<file path="src/design/pcie_owt_pkg.sv">
package pcie_owt_pkg;

    // Field widths
    localparam int ADDR_W     = 40;
    localparam int PCIE_W     = 64;
    localparam int MIB_W      = 20;
    localparam int MIB_SHIFT  = 20;
    localparam int IDX_W      = 2;
    localparam int WIN_SLOTS  = 4;
    localparam int CFG_IDX_W  = 3;
    localparam int CFG_DATA_W = 64;

    // Register indexes: four range registers, then four PCIe base registers
    localparam logic [CFG_IDX_W-1:0] CFG_RANGE0     = 3'd0;
    localparam logic [CFG_IDX_W-1:0] CFG_PCIE_BASE0 = 3'd4;

    // Range reset: base all ones, limit zero, so the window starts disabled
    localparam logic [ADDR_W-1:0] RANGE_RESET = 40'h00000fffff;

    // Decoded settings of one window
    typedef struct packed {
        logic              enable;
        logic [MIB_W-1:0]  base_mb;
        logic [MIB_W-1:0]  limit_mib;
        logic [PCIE_W-1:0] pcie_base;
    } win_cfg_t;

    // One translated word
    typedef struct packed {
        logic              hit;
        logic [IDX_W-1:0]  window_index;
        logic [PCIE_W-1:0] pcie_address;
    } xlat_result_t;

endpackage

</file>
<file path="src/design/pcie_owt_cfg.sv">
module pcie_owt_cfg (
    input  logic                                 aclk,
    input  logic                                 aresetn,
    input  logic                                 cfg_wr_en,
    input  logic [pcie_owt_pkg::CFG_IDX_W-1:0]   cfg_index,
    input  logic [pcie_owt_pkg::CFG_DATA_W-1:0]  cfg_wdata,
    output pcie_owt_pkg::win_cfg_t               win_cfg [pcie_owt_pkg::WIN_SLOTS]
);

    logic [pcie_owt_pkg::ADDR_W-1:0] range_reg     [pcie_owt_pkg::WIN_SLOTS];
    logic [pcie_owt_pkg::ADDR_W-1:0] range_next    [pcie_owt_pkg::WIN_SLOTS];
    logic [pcie_owt_pkg::PCIE_W-1:0] pcie_base_reg [pcie_owt_pkg::WIN_SLOTS];
    logic [pcie_owt_pkg::PCIE_W-1:0] pcie_base_next[pcie_owt_pkg::WIN_SLOTS];
    logic [1:0]                      slot;

    assign slot = cfg_index[1:0];

    // Decode the register write: upper half is PCIe bases, lower half ranges
    always_comb begin
        for (int w = 0; w < pcie_owt_pkg::WIN_SLOTS; w++) begin
            range_next[w]     = range_reg[w];
            pcie_base_next[w] = pcie_base_reg[w];
        end
        if (cfg_wr_en) begin
            if (cfg_index >= pcie_owt_pkg::CFG_PCIE_BASE0) begin
                pcie_base_next[slot] = cfg_wdata;
            end else begin
                range_next[slot] = cfg_wdata[pcie_owt_pkg::ADDR_W-1:0];
            end
        end
    end

    always_ff @(posedge aclk) begin
        if (!aresetn) begin
            for (int w = 0; w < pcie_owt_pkg::WIN_SLOTS; w++) begin
                range_reg[w]     <= pcie_owt_pkg::RANGE_RESET;
                pcie_base_reg[w] <= '0;
            end
        end else begin
            for (int w = 0; w < pcie_owt_pkg::WIN_SLOTS; w++) begin
                range_reg[w]     <= range_next[w];
                pcie_base_reg[w] <= pcie_base_next[w];
            end
        end
    end

    // Split fields and qualify each window: limit not below base, no PCIe wrap
    for (genvar w = 0; w < pcie_owt_pkg::WIN_SLOTS; w++) begin : g_win
        logic [pcie_owt_pkg::MIB_W-1:0]  base_mb;
        logic [pcie_owt_pkg::MIB_W-1:0]  limit_mib;
        logic [pcie_owt_pkg::MIB_W:0]    size_mb;
        logic [pcie_owt_pkg::PCIE_W:0]   end_sum;

        assign base_mb   = range_reg[w][pcie_owt_pkg::MIB_W-1:0];
        assign limit_mib = range_reg[w][pcie_owt_pkg::ADDR_W-1:pcie_owt_pkg::MIB_W];
        assign size_mb   = {1'b0, limit_mib} - {1'b0, base_mb} + 21'd1;
        assign end_sum   = {1'b0, pcie_base_reg[w]}
                         + {24'd0, size_mb, {pcie_owt_pkg::MIB_SHIFT{1'b0}}};

        assign win_cfg[w].enable    = (limit_mib >= base_mb) && !end_sum[pcie_owt_pkg::PCIE_W];
        assign win_cfg[w].base_mb   = base_mb;
        assign win_cfg[w].limit_mib = limit_mib;
        assign win_cfg[w].pcie_base = pcie_base_reg[w];
    end

endmodule

</file>
<file path="src/design/pcie_owt_match.sv">
module pcie_owt_match #(
    parameter int WINDOWS = 4
) (
    input  logic [pcie_owt_pkg::ADDR_W-1:0] cpu_address,
    input  pcie_owt_pkg::win_cfg_t          win_cfg [pcie_owt_pkg::WIN_SLOTS],
    output pcie_owt_pkg::xlat_result_t      result
);

    logic [pcie_owt_pkg::MIB_W-1:0]  addr_mb;
    logic [WINDOWS-1:0]              win_hit;
    logic [pcie_owt_pkg::PCIE_W-1:0] win_xlat [WINDOWS];

    assign addr_mb = cpu_address[pcie_owt_pkg::ADDR_W-1:pcie_owt_pkg::MIB_SHIFT];

    // Compare and translate in every window side by side
    for (genvar w = 0; w < WINDOWS; w++) begin : g_win
        logic [pcie_owt_pkg::ADDR_W-1:0] offset;

        assign offset = cpu_address
                      - {win_cfg[w].base_mb, {pcie_owt_pkg::MIB_SHIFT{1'b0}}};
        assign win_hit[w] = win_cfg[w].enable
                          && (addr_mb >= win_cfg[w].base_mb)
                          && (addr_mb <= win_cfg[w].limit_mib);
        assign win_xlat[w] = win_cfg[w].pcie_base + {24'd0, offset};
    end

    // Pick the highest-numbered hit; a miss gives all zeros
    always_comb begin
        result = '0;
        for (int w = 0; w < WINDOWS; w++) begin
            if (win_hit[w]) begin
                result.hit          = 1'b1;
                result.window_index = pcie_owt_pkg::IDX_W'(w);
                result.pcie_address = win_xlat[w];
            end
        end
    end

endmodule

</file>
<file path="src/design/pcie_outbound_window_translate.sv">
// Outbound address translation through up to four windows.
// The s_ channel carries one CPU byte address per word; the m_ channel returns
// one word per address: hit flag, winning window index and the 64-bit PCIe
// address (index and address are zero on a miss). Windows are set through the
// cfg_ write port: indexes 0..3 hold the MiB ranges, 4..7 the PCIe bases.
// Write registers only while no word is in flight.
// Each accepted word is taken into the input register; the match logic feeds
// the result register, which drives m_. Throughput: one word per cycle while
// the receiver does not stall; window compares and base plus offset adds all
// sit in the single logic stage between the two registers.
// When the receiver stalls, the result register holds its word and the input
// register still takes one more word; s_ready drops only when both are full.
// Reset clears both valid flags and returns every window to disabled
// (base above limit) with PCIe base zero.
module pcie_outbound_window_translate #(
    parameter int WINDOWS = 4
) (
    input  logic                                 aclk,
    input  logic                                 aresetn,
    input  logic                                 cfg_wr_en,
    input  logic [pcie_owt_pkg::CFG_IDX_W-1:0]   cfg_index,
    input  logic [pcie_owt_pkg::CFG_DATA_W-1:0]  cfg_wdata,
    input  logic                                 s_valid,
    output logic                                 s_ready,
    input  logic [pcie_owt_pkg::ADDR_W-1:0]      s_cpu_address,
    output logic                                 m_valid,
    input  logic                                 m_ready,
    output logic                                 m_hit,
    output logic [pcie_owt_pkg::IDX_W-1:0]       m_window_index,
    output logic [pcie_owt_pkg::PCIE_W-1:0]      m_pcie_address
);

    pcie_owt_pkg::win_cfg_t       win_cfg [pcie_owt_pkg::WIN_SLOTS];
    pcie_owt_pkg::xlat_result_t   xlat;
    pcie_owt_pkg::xlat_result_t   result_reg;
    pcie_owt_pkg::xlat_result_t   result_next;
    logic [pcie_owt_pkg::ADDR_W-1:0] addr_reg;
    logic [pcie_owt_pkg::ADDR_W-1:0] addr_next;
    logic                         in_valid_reg;
    logic                         in_valid_next;
    logic                         out_valid_reg;
    logic                         out_valid_next;
    logic                         advance;

    pcie_owt_cfg u_cfg (
        .aclk      (aclk),
        .aresetn   (aresetn),
        .cfg_wr_en (cfg_wr_en),
        .cfg_index (cfg_index),
        .cfg_wdata (cfg_wdata),
        .win_cfg   (win_cfg)
    );

    pcie_owt_match #(
        .WINDOWS (WINDOWS)
    ) u_match (
        .cpu_address (addr_reg),
        .win_cfg     (win_cfg),
        .result      (xlat)
    );

    // Advance the input word when the result register is free or draining
    assign advance = !out_valid_reg || m_ready;
    assign s_ready = !in_valid_reg || advance;

    always_comb begin
        in_valid_next  = in_valid_reg;
        addr_next      = addr_reg;
        out_valid_next = out_valid_reg;
        result_next    = result_reg;
        if (s_ready) begin
            in_valid_next = s_valid;
            addr_next     = s_cpu_address;
        end
        if (advance) begin
            out_valid_next = in_valid_reg;
            result_next    = xlat;
        end
    end

    // Hold payload; only valid flags need reset
    always_ff @(posedge aclk) begin
        if (!aresetn) begin
            in_valid_reg  <= 1'b0;
            out_valid_reg <= 1'b0;
        end else begin
            in_valid_reg  <= in_valid_next;
            out_valid_reg <= out_valid_next;
        end
    end

    always_ff @(posedge aclk) begin
        addr_reg   <= addr_next;
        result_reg <= result_next;
    end

    assign m_valid        = out_valid_reg;
    assign m_hit          = result_reg.hit;
    assign m_window_index = result_reg.window_index;
    assign m_pcie_address = result_reg.pcie_address;

endmodule

</file>
<file path="config.mk">
export PLATFORM = sky130hd
export DESIGN_NAME = pcie_outbound_window_translate
export DESIGN_NICKNAME = d
export VERILOG_FILES = /design/src/design/pcie_owt_pkg.sv /design/src/design/pcie_owt_cfg.sv /design/src/design/pcie_owt_match.sv /design/src/design/pcie_outbound_window_translate.sv
export SDC_FILE = /design/constraint.sdc
export NUM_CORES = 2
export LEC_CHECK = 0
export ABC_AREA = 1
export BUFFER_PORTS_ARGS = -buffer_cell sky130_fd_sc_hd__buf_4
export CAP_MARGIN = 20
export CORE_UTILIZATION = 25
export CTS_CLUSTER_SIZE = 16
export DETAILED_ROUTE_END_ITERATION = 12
export SETUP_SLACK_MARGIN = 0.3
export SLEW_MARGIN = 5
export SYNTH_ARGS = -nofsm -noshare
export SYNTH_HDL_FRONTEND = slang
export SYNTH_SLANG_ARGS = --single-unit
</file>
<file path="constraint.sdc">
create_clock -name aclk -period 12.4 [get_ports aclk]
set_input_delay 0.62 -clock aclk [delete_from_list [all_inputs] [get_ports aclk]]
set_output_delay 0.62 -clock aclk [all_outputs]
set_load 0.02 [all_outputs]
</file>
==> results.cfg <==
[status]
status = complete, no violations

[floorplanning]
core_sq_um = 193200
top_level_ports = 181
die_h_um = 443.6
chipWidth_um = 443.6
start_util_pct = 25.24
num_rows = 161
dieArea_sq_um = 196800

[yosys]
ys_types = 59
syn_avg_cell_area_sq_um = 6.462
synthCells = 7544
syn_nets = 8268
syn_area_sq_um = 48750
synth_edf_count = 107
yosys-top-cells-area = dfxtp_1, nand2_1, ha_1, inv_1, nor2_1
synth_ff_type = dfxtp_1
ys_ff_latch = 525
async_flop_share_pct = 0
yosys.area.top_type_share_pct = 17.17
ys_warn_count = 0
ys_seq_area_share_pct = 23.76
yosys.area.top_type = dfxtp_1

[cells_and_area]
fin_util_pct = 28.74
final_area_sq_um = 55510
area_growth_pct = 13.87
drive_gt1_share_pct = 5.233
layout_commonest_cell = nand2_1
largest_reg_flops = 256
final_cell_mix = nand2_1, inv_1, nor2_1
fin_nets = 8405

[global_routing]
grt_pass1_vias = 47840
grt_use_total_pct = 25.00
gr-total-overflow = 0
grt_antenna_before_repair = 20
grt_first_pass_wirelength_um = 354100
grt_max_degree = 190

[sta]
finalSetupViolCount = 0
slew_violations = 0
maxSlewHeadroom_pct = 22.85
min_period_ns = 6.326
worstMarginPinSlew_ns = 1.153
post-route-period-util_pct = 51.02
rsz0062_at_grt = no
tns_ns = 0
fmaxAchievable_mhz = 158.1
finalHoldViolCount = 0
fin_skew_ns = 0.04087

[clock_network]
cts_tree = done
clock_path_buffers = 3
cts_max_level = 3
post_cts_resized = 0
hold_buffers = 0
cts_root_buf = clkbuf_16
clkTransAtPathRegs_ns = 0.06
postCtsSetupRepairBufs = 0
cts_buffers = 71
insertion_delay_ns = 0.73
cts.sinks = 525

[setup_path]
critPathSlowestCell = inv_2
cp_max_fo = 42
cpMostUsedCell = nand2_1
cpPeakStageDelay_ns = 1.12
startpoint_type = flop
crit_arrival_ns = 6.89
cp.required_ns = 12.97
worst_setup_path_end_kind = flop
crit_type = flop to flop

[routing]
dr.pass1.iters = 7
vias_per_cell = 5.114
drtAntennaViolNets = 0
wl_per_cell_um = 24.79
wl_um = 254900
drtIter0Drc = 6061
vias = 52570
drc = 0

[place]
numPortBuffers = 180
dp_hpwl_um = 203800
post_dp_cell_area_sq_um = 52990
gp_congestion = 1.079

[flow_run]
drv_cap = 0

[power_and_ir_drop]
cellPowerDensity_nw_per_um2 = 97.96
p_leak_nw = 27.02
vdd_drop_max_mv = 0.1057

[hold_path]
hp-class = input port to flop
[final timing paths]
kind                                       startpoint                            to  slack [ns]  cells past startpoint
hold / removal                       s_cpu_address[7]         addr_reg[7]$_DFFE_PP_        0.08                      1
setup / recovery  u_cfg.range_reg[0][41]$_SDFFE_PN1P_  m_pcie_address[44]$_DFFE_PP_        6.07                     29
setup reg to reg  u_cfg.range_reg[0][41]$_SDFFE_PN1P_  m_pcie_address[44]$_DFFE_PP_        6.07                     29
hold reg to reg             in_valid_reg$_SDFFE_PN0P_          m_valid$_SDFFE_PN0P_        0.48                      2
[report_power, final]
group          leakage (nW)  internal, mW  switching (mW)
logic                  21.2         0.360           0.945
registers              4.62          1.80          0.0691
clock network          1.20          1.31           0.955
[worst max-delay path, delay by kind of cell, from the launching register on]
family,cells,cell delay (ns)
AOI/OAI and AO/OA,5,0.89
xor gates and xnor gates,1,0.30
adders and majority gates,4,1.30
buffers and inverters,5,1.50
DFF,1,0.34
and+or+nand+nor,14,1.80
[synthesized netlist by cell type, types with 9 or more instances]
cell and n:
nand2_1 1929, inv_1 1034, nor2_1 905, a21oi_1 591, ha_1 564, o21ai_0 540
dfxtp_1 418, nand3_1 394, xor2_1 236, clkbuf_1 131, edfxtp_1 107, nor3_1 107
o211ai_1 94, nand4_1 73, xnor2_1 61, fa_1 48, o21bai_1 48, a21o_1 28
nor4_1 28, or2_2 26, buf_2 24, a21boi_0 20, a31oi_1 19, o21a_1 19
nand3b_1 16, buf_6 9, o31ai_1 9
[routing by layer]
metal	vias up	global-route usage (%)	part of all wire (%)
met5	-	0	0.0035
met2	2535	36.50	41
met4	2	14.65	6.8
met3	451	3.820	8.3
met1	24670	34.56	44
li1	24920	-	-
[through the flow]
stage | hold WS (ns) | instances | setup slack [ns] | power (mW)
after floorplan | 0.4275 | 7544 | 8.071 | 2.589
after global placement | 0.4676 | 10130 | 6.310 | 3.166
after detailed placement | 0.4754 | 10130 | 6.265 | 3.171
after CTS | 0.03093 | 10260 | 6.269 | 5.426
after global routing | 0.05225 | 10270 | 5.681 | 5.606
final | 0.07851 | 10280 | 6.074 | 5.438
[cell families (layout without fill, tap and decap cells)]
| family | count (synthesis) | after routing | synth area share [%] |
|---|---|---|---|
| AO/OA/AOI/OAI | 1391 | 1391 | 15.58 |
| XOR/XNOR | 297 | 297 | 5.336 |
| adder cells (fa/ha/maj) | 612 | 612 | 16.45 |
| buffers and inverters | 1212 | 1408 | 9.545 |
| flip-flops | 525 | 525 | 23.76 |
| other | 0 | 14 | 0 |
| AND/OR/NAND/NOR | 3507 | 3507 | 29.33 |
[cell type report]
type | instances | area [sq um]
fill | 21250 | 137700
multi-input combinational | 5807 | 32560
sequential | 525 | 11580
inverter | 1044 | 3921
tap | 2526 | 3161
clock buffer | 97 | 2028
timing repair buffer | 232 | 1802
clock inverter | 35 | 424.2
antenna | 14 | 35.03
No activity file was read; power rests on OpenSTA's default activity.
